--- src/design/gmt_pkg.sv ---
// Shared constants, types and the vocabulary ROM for the longest-match tokenizer.
`default_nettype none

package gmt_pkg;

    localparam int WINDOW_LEN  = 10;
    localparam int VOCAB_WORDS = 31;
    localparam int WORD_MAX    = 8;
    localparam int WORD_BITS   = WORD_MAX * 8;
    localparam int CNT_W       = $clog2(WINDOW_LEN + 1);
    localparam int LEN_W       = $clog2(WORD_MAX + 1);
    localparam int VIDX_W      = $clog2(VOCAB_WORDS);

    localparam logic [7:0] SEP_BYTE = 8'd124;

    typedef enum logic [1:0] {
        ST_IDLE,
        ST_MATCH,
        ST_SEP,
        ST_EMIT
    } gmt_state_t;

    // Per-cell window control
    typedef struct packed {
        logic shift;
        logic load;
    } gmt_cell_ctrl_t;

    // Vocabulary entry: text right-justified, first char in the top used byte
    typedef struct packed {
        logic [WORD_BITS-1:0] text;
        logic [LEN_W-1:0]     len;
    } vocab_t;

    function automatic vocab_t vocab_entry(input logic [VIDX_W-1:0] w);
        vocab_t e;
        e.text = '0;
        e.len  = '0;
        unique case (w)
            5'd0:  begin e.text = WORD_BITS'("the");      e.len = LEN_W'(3); end
            5'd1:  begin e.text = WORD_BITS'("a");        e.len = LEN_W'(1); end
            5'd2:  begin e.text = WORD_BITS'("an");       e.len = LEN_W'(2); end
            5'd3:  begin e.text = WORD_BITS'("in");       e.len = LEN_W'(2); end
            5'd4:  begin e.text = WORD_BITS'("on");       e.len = LEN_W'(2); end
            5'd5:  begin e.text = WORD_BITS'("at");       e.len = LEN_W'(2); end
            5'd6:  begin e.text = WORD_BITS'("to");       e.len = LEN_W'(2); end
            5'd7:  begin e.text = WORD_BITS'("from");     e.len = LEN_W'(4); end
            5'd8:  begin e.text = WORD_BITS'("with");     e.len = LEN_W'(4); end
            5'd9:  begin e.text = WORD_BITS'("and");      e.len = LEN_W'(3); end
            5'd10: begin e.text = WORD_BITS'("or");       e.len = LEN_W'(2); end
            5'd11: begin e.text = WORD_BITS'("but");      e.len = LEN_W'(3); end
            5'd12: begin e.text = WORD_BITS'("hello");    e.len = LEN_W'(5); end
            5'd13: begin e.text = WORD_BITS'("world");    e.len = LEN_W'(5); end
            5'd14: begin e.text = WORD_BITS'("data");     e.len = LEN_W'(4); end
            5'd15: begin e.text = WORD_BITS'("token");    e.len = LEN_W'(5); end
            5'd16: begin e.text = WORD_BITS'("model");    e.len = LEN_W'(5); end
            5'd17: begin e.text = WORD_BITS'("language"); e.len = LEN_W'(8); end
            5'd18: begin e.text = WORD_BITS'("process");  e.len = LEN_W'(7); end
            5'd19: begin e.text = WORD_BITS'("system");   e.len = LEN_W'(6); end
            5'd20: begin e.text = WORD_BITS'("lab");      e.len = LEN_W'(3); end
            5'd21: begin e.text = WORD_BITS'("ios");      e.len = LEN_W'(3); end
            5'd22: begin e.text = WORD_BITS'("ch");       e.len = LEN_W'(2); end
            5'd23: begin e.text = WORD_BITS'("ar");       e.len = LEN_W'(2); end
            5'd24: begin e.text = WORD_BITS'("er");       e.len = LEN_W'(2); end
            5'd25: begin e.text = WORD_BITS'("ing");      e.len = LEN_W'(3); end
            5'd26: begin e.text = WORD_BITS'("ed");       e.len = LEN_W'(2); end
            5'd27: begin e.text = WORD_BITS'("s");        e.len = LEN_W'(1); end
            5'd28: begin e.text = WORD_BITS'("es");       e.len = LEN_W'(2); end
            5'd29: begin e.text = WORD_BITS'("ly");       e.len = LEN_W'(2); end
            5'd30: begin e.text = WORD_BITS'("ment");     e.len = LEN_W'(4); end
            default: begin e.text = '0; e.len = '0; end
        endcase
        return e;
    endfunction

endpackage

`default_nettype wire

--- src/design/gmt_cell.sv ---
// One window cell: holds a byte, loads from the input or takes its right neighbour's byte.
`default_nettype none

module gmt_cell (
    input  wire logic                    clk,
    input  wire gmt_pkg::gmt_cell_ctrl_t ctrl,
    input  wire logic [7:0]              new_byte,
    input  wire logic [7:0]              right_byte,
    output logic [7:0]                   cell_byte
);
    import gmt_pkg::*;

    logic [7:0] byte_reg;
    logic [7:0] byte_next;

    always_comb
    begin
        byte_next = byte_reg;
        if (ctrl.shift)
        begin
            byte_next = right_byte;
        end
        else if (ctrl.load)
        begin
            byte_next = new_byte;
        end
    end

    always_ff @(posedge clk)
    begin
        byte_reg <= byte_next;
    end

    assign cell_byte = byte_reg;

endmodule

`default_nettype wire

--- src/design/gmt_match.sv ---
// Longest vocabulary prefix of the window front, limited to the bytes held; 1 if none.
`default_nettype none

module gmt_match (
    input  wire logic [7:0]                  win [gmt_pkg::WINDOW_LEN],
    input  wire logic [gmt_pkg::CNT_W-1:0]   avail,
    output logic [gmt_pkg::LEN_W-1:0]        match_len
);
    import gmt_pkg::*;

    always_comb
    begin
        logic [WORD_MAX:0] hit;
        vocab_t            e;
        logic              eq;
        int                pos;
        hit       = '0;
        e         = '0;
        eq        = 1'b0;
        pos       = 0;
        match_len = LEN_W'(1);
        for (int w = 0; w < VOCAB_WORDS; w++)
        begin
            e  = vocab_entry(VIDX_W'(w));
            eq = 1'b1;
            for (int k = 0; k < WORD_MAX; k++)
            begin
                pos = int'(e.len) - 1 - k;
                if (pos >= 0 && win[k] != e.text[pos*8 +: 8])
                begin
                    eq = 1'b0;
                end
            end
            if (eq && (CNT_W'(e.len) <= avail))
            begin
                hit[e.len] = 1'b1;
            end
        end
        for (int l = 2; l <= WORD_MAX; l++)
        begin
            if (hit[l])
            begin
                match_len = LEN_W'(l);
            end
        end
    end

endmodule

`default_nettype wire

--- src/design/greedy_longest_match_tokenizer_unit.sv ---
// Top level: greedy longest-match tokenizer with a shifting window of byte cells.
//
//  channel | valid     | stall     | fields              | beat
//  --------+-----------+-----------+---------------------+------------------------------
//  in      | in_valid  | in_stall  | in_byte, in_last    | one text byte
//  out     | out_valid | out_stall | out_byte, out_last  | one text byte or '|' separator
//
//  Input bytes are taken while idle. Each cut token then passes a match step, a separator
//  (all tokens but the first of a text) and its bytes; the token leaves the window cells
//  one byte per cycle while the output is not stalled. in_stall is high while cutting.
//  Reset clears the control state only; the window bytes are read below the count.
//  A stalled output holds its beat and freezes token emission until taken.
`default_nettype none

module greedy_longest_match_tokenizer_unit (
    input  wire logic       clk,
    input  wire logic       rst_n,
    input  wire logic       in_valid,
    output logic            in_stall,
    input  wire logic [7:0] in_byte,
    input  wire logic       in_last,
    output logic            out_valid,
    input  wire logic       out_stall,
    output logic [7:0]      out_byte,
    output logic            out_last
);
    import gmt_pkg::*;

    gmt_state_t        state_reg, state_next;
    logic [CNT_W-1:0]  count_reg, count_next;     // bytes held in the window
    logic [LEN_W-1:0]  tok_reg, tok_next;         // bytes of the token still to go
    logic              flush_reg, flush_next;     // final byte seen, draining
    logic              emitted_reg, emitted_next; // a token of this text is out
    logic              ovalid_reg, ovalid_next;
    logic [7:0]        obyte_reg, obyte_next;
    logic              olast_reg, olast_next;

    logic [7:0]        win [WINDOW_LEN];
    gmt_cell_ctrl_t    ctrl [WINDOW_LEN];
    logic [LEN_W-1:0]  match_len;
    logic              in_take;
    logic              out_free;
    logic              shift;

    assign in_stall  = (state_reg != ST_IDLE);
    assign in_take   = in_valid && !in_stall;
    assign out_free  = !ovalid_reg || !out_stall;

    // Window: a row of cells shifting towards the front by one byte per emit
    for (genvar i = 0; i < WINDOW_LEN; i++)
    begin : g_cell
        logic [7:0] right;
        if (i == WINDOW_LEN - 1)
        begin : g_end
            assign right = 8'h00;
        end
        else
        begin : g_mid
            assign right = win[i+1];
        end

        assign ctrl[i].shift = shift;
        assign ctrl[i].load  = in_take && (count_reg == CNT_W'(i));

        gmt_cell u_cell (
            .clk        (clk),
            .ctrl       (ctrl[i]),
            .new_byte   (in_byte),
            .right_byte (right),
            .cell_byte  (win[i])
        );
    end

    gmt_match u_match (
        .win       (win),
        .avail     (count_reg),
        .match_len (match_len)
    );

    always_comb
    begin
        state_next   = state_reg;
        count_next   = count_reg;
        tok_next     = tok_reg;
        flush_next   = flush_reg;
        emitted_next = emitted_reg;
        ovalid_next  = ovalid_reg && out_stall;
        obyte_next   = obyte_reg;
        olast_next   = olast_reg;
        shift        = 1'b0;

        unique case (state_reg)
            ST_IDLE:
            begin
                if (in_take)
                begin
                    count_next = count_reg + CNT_W'(1);
                    if (in_last)
                    begin
                        flush_next = 1'b1;
                        state_next = ST_MATCH;
                    end
                    else if (count_reg == CNT_W'(WINDOW_LEN - 1))
                    begin
                        state_next = ST_MATCH;
                    end
                end
            end
            ST_MATCH:
            begin
                tok_next   = match_len;
                state_next = emitted_reg ? ST_SEP : ST_EMIT;
            end
            ST_SEP:
            begin
                if (out_free)
                begin
                    ovalid_next = 1'b1;
                    obyte_next  = SEP_BYTE;
                    olast_next  = 1'b0;
                    state_next  = ST_EMIT;
                end
            end
            ST_EMIT:
            begin
                if (out_free)
                begin
                    ovalid_next  = 1'b1;
                    obyte_next   = win[0];
                    olast_next   = flush_reg && (count_reg == CNT_W'(1));
                    shift        = 1'b1;
                    count_next   = count_reg - CNT_W'(1);
                    tok_next     = tok_reg - LEN_W'(1);
                    emitted_next = 1'b1;
                    if (tok_reg == LEN_W'(1))
                    begin
                        if (flush_reg && (count_reg != CNT_W'(1)))
                        begin
                            state_next = ST_MATCH;
                        end
                        else
                        begin
                            state_next = ST_IDLE;
                            if (flush_reg)
                            begin
                                flush_next   = 1'b0;
                                emitted_next = 1'b0;
                            end
                        end
                    end
                end
            end
            default:
            begin
                state_next = ST_IDLE;
            end
        endcase
    end

    always_ff @(posedge clk or negedge rst_n)
    begin
        if (!rst_n)
        begin
            state_reg   <= ST_IDLE;
            count_reg   <= '0;
            tok_reg     <= '0;
            flush_reg   <= 1'b0;
            emitted_reg <= 1'b0;
            ovalid_reg  <= 1'b0;
        end
        else
        begin
            state_reg   <= state_next;
            count_reg   <= count_next;
            tok_reg     <= tok_next;
            flush_reg   <= flush_next;
            emitted_reg <= emitted_next;
            ovalid_reg  <= ovalid_next;
        end
    end

    always_ff @(posedge clk)
    begin
        obyte_reg <= obyte_next;
        olast_reg <= olast_next;
    end

    assign out_valid = ovalid_reg;
    assign out_byte  = obyte_reg;
    assign out_last  = olast_reg;

endmodule

`default_nettype wire
--- config.mk ---
export PLATFORM = sky130hd
export DESIGN_NAME = greedy_longest_match_tokenizer_unit
export DESIGN_NICKNAME = d
export VERILOG_FILES = /design/src/design/gmt_pkg.sv /design/src/design/gmt_cell.sv /design/src/design/gmt_match.sv /design/src/design/greedy_longest_match_tokenizer_unit.sv
export SDC_FILE = /design/constraint.sdc
export NUM_CORES = 1
export LEC_CHECK = 0
export BUFFER_PORTS_ARGS = -buffer_cell sky130_fd_sc_hd__buf_4
export CAP_MARGIN = 20
export CORE_MARGIN = 10
export CORE_UTILIZATION = 40
export DETAILED_ROUTE_END_ITERATION = 12
export GPL_ROUTABILITY_DRIVEN = 0
export PLACE_DENSITY = 0.56
export SLEW_MARGIN = 10
export SYNTH_ARGS = -nofsm -noshare
export SYNTH_HDL_FRONTEND = slang
export SYNTH_HIERARCHICAL = 1
export SYNTH_SLANG_ARGS = --single-unit
export TNS_END_PERCENT = 1
--- constraint.sdc ---
create_clock -name clk -period 6.17 [get_ports clk]
set_input_delay 0.3085 -clock clk [delete_from_list [all_inputs] [get_ports clk]]
set_output_delay 0.3085 -clock clk [all_outputs]
set_load 0.05 [all_outputs]
==> metrics <==
status completed; CP Launch Type flop; worst min-delay path startpoint out_stall; Clock Tree Root clkbuf_16; Final Routed Wirelength 13580 µm; ANT nets after route 0; largest net degree at the start of global routing 71; Fin. Hold Viols 0; RSZ-0062 raised after global routing no; Synth Cell Area 0.006223 mm²; # IOs 24; drc violations 0; CTS resizes 0; post-synth top area share 42.94%; CP max FO 28; Leak 2.540 nW; reg2reg path depth 4; DR pass1 iterations 4; share of cells above drive strength 1 29.61%; initial antenna violation count 0; synth warn 6; final setup violation count 0; CTS tree yes; Synth area leaders edfxtp_1, mux2_4, dfrtp_1; clk_lat worst skew between 0.3 and 0.4 ns; Nets 513; worst reg2reg endpoint g_cell[9].u_cell/cell_byte[6]$_DFFE_PP_; final slew viol count 0; clock sinks a little over 100; Hold Path Class input pin to flop; max reg flops 80; Detailed Place HPWL around 10000 µm; Fin Setup TNS 0 ns; #FFs+latches synth 102; Top delay family on crit path adder cells; CP Capture Type flop; Period Utilization, post-route 46.03%; drt wl/cell 19.94 µm; CP max stage delay 0.77 ns; Slew headroom 39.81%; Inserted Clock Buffers 9; Worst Path Buf+Inv 1; DIE AREA 0.02095 mm²; initial DRC count 296; Hold Path Stages 3; Worst Max-Slew Pin Slew 0.9028 ns; Die Height approximately 140 µm; Worst path slowest cell ha_1; fill cell count 1395; number of synthesized flops with an enable pin 89; Ant. Diodes 0; FFs w/ async S/R, synth 12.75%; Core Box Area 0.01520 mm²; initial core utilization 40.94%; Gate Count Post-Synth 464; Max-Cap Viols 0; Hold Path End out_valid$_DFF_PN0_; Final min period 2.840 ns; Remaining Overflow, GRT 0; critical path class flop to flop; Pwr per Cell Area around 470 mW/mm²; Synth area leader edfxtp_1; Setup Skew 0.006051 ns; Layout area overhead 9.912%; Synth Flop Type edfxtp_1; Synth cell types 75; reg2reg setup slack 3.33 ns; Finished Core Util approximately 45%; clock buffer depth 2; CTS H-tree lvls 3; IO buf count 23; Arr. time, crit path 2.95 ns; vias in the first global route 3962; DR vias 3839; CP cell instances ha_1, and2_4, buf_4, mux2_4; num rows 45; Seq/Total Area, Yosys 48.17%; Worst R2R Start state_reg[0]$_DFFE_PN0P_; fmax ~350 MHz; GRT Total Usage 13.49%; syn_area_per_cell 13.41 µm²; vias per cell approximately 5.6; global-route wire length before repair between 20000 and 25000 µm; Worst EP required ~6.3 ns; clk slew on worst S/H paths 0.07 ns; peak supply drop between 0.0002 and 0.0003 V; die width between 100 and 150 µm
[metal layers]
metal / GRT usage, % / part of all wire [%] / vias up
met5: 0 / 0 / -
met4: 4.415 / 1.9 / 0
met3: 4.335 / 5.0 / 20
met2: 22.16 / 49 / 93
met1: 16.38 / 45 / 1906
li1: - / - / 1820
[layout by cell type, fill, tap and decap left out, drive strengths merged, types with 10 or more instances in the layout]
cell / count
nand2b: 10
dfrtp: 13
nor2: 23
nand4: 11
clkbuf: 10
nor2b: 10
buf: 25
ha: 12
a21oi: 10
nand2: 24
inv: 14
and3: 11
edfxtp: 89
or2: 12
mux2: 83
[cell type report]
| class | count | area (µm²) | area share [%] |
|---|---|---|---|
| clock buffers | 10 | 239.0 | 3.494 |
| clock inverters | 6 | 53.80 | 0.7865 |
| inverters | 11 | 41.29 | 0.6036 |
| multi-input cells | 338 | 3055 | 44.67 |
| flip-flops and latches | 102 | 2998 | 43.83 |
| well taps | 188 | 235.2 | 3.439 |
| repair buffers | 26 | 217.7 | 3.183 |
[worst register-to-register path, delay by kind of cell, from the launching register on]
family	cells	cell delay (ns)
adder cells (fa/ha/maj)	1	0.77
multiplexers	1	0.35
flip-flops	1	0.39
AND/OR/NAND/NOR	1	0.58
buffers and inverters	1	0.50
[logic make-up after synthesis]
group / after synthesis / synth area share (%)
simple gates: 185 / 19.84
flops: 102 / 48.17
mux: 86 / 20.33
compound gates: 41 / 5.147
buf+inv: 31 / 3.197
fa+ha+maj: 12 / 2.412
xor+xnor: 6 / 0.8444
other cells: 1 / 0.06026
[per-stage QoR]
step	cell area (µm²)	std cells	worst slack, ns	total power [mW]	hold slack, ns
6_report	6840	681	3.330	3.209	0.2825
5_1_grt	6840	681	3.086	3.400	0.3204
4_1_cts	6813	680	2.731	3.227	0.2701
3_5_place_dp	6510	663	2.756	2.660	0.1697
3_3_place_gp	6510	663	2.845	2.624	0.1665
2_1_floorplan	6250	471	3.912	2.383	0.01291
[synth_stat cells (8+ instances only)]
| cell type | count |
|---|---|
| edfxtp_1 | 89 |
| mux2_4 | 80 |
| nand2_1 | 24 |
| nor2_1 | 23 |
| dfrtp_1 | 13 |
| ha_1 | 12 |
| and3_1 | 11 |
| buf_6 | 10 |
| inv_1 | 10 |
| nand2b_1 | 10 |
| nand4_1 | 10 |
| nor2b_1 | 10 |
| or2_1 | 10 |
| a21oi_1 | 8 |
| nand3_1 | 8 |
| nand3b_1 | 8 |
| nor4_1 | 8 |
[worst max path at each step]
stage | from | endpoint | slack [ns] | cells past startpoint
final | state_reg[0]$_DFFE_PN0P_ | g_cell[9].u_cell/cell_byte[6]$_DFFE_PP_ | 3.33 | 4
after global routing | state_reg[0]$_DFFE_PN0P_ | g_cell[8].u_cell/cell_byte[5]$_DFFE_PP_ | 3.09 | 4
after floorplan | out_valid$_DFF_PN0_ | g_cell[2].u_cell/cell_byte[0]$_DFFE_PP_ | 3.91 | 5
after detailed placement | state_reg[0]$_DFFE_PN0P_ | g_cell[7].u_cell/cell_byte[7]$_DFFE_PP_ | 2.76 | 4
after CTS | state_reg[0]$_DFFE_PN0P_ | g_cell[7].u_cell/cell_byte[6]$_DFFE_PP_ | 2.73 | 4
after global placement | state_reg[0]$_DFFE_PN0P_ | g_cell[6].u_cell/cell_byte[5]$_DFFE_PP_ | 2.85 | 4
[repair_timing]
item / CTS / global route
setup buffers: 0 / 0
endpoints found under the hold margin: 13 / 0
hold buffers: 1 / 0
[power breakdown]
part / internal [mW] / switching (mW) / leakage [nW] / total [mW]
sequential: 1.12 / 0.253 / 0.971 / 1.37
combinational: 0.599 / 0.675 / 1.43 / 1.27
clock: 0.292 / 0.268 / 0.135 / 0.560
No activity file was read; power rests on OpenSTA's default activity.
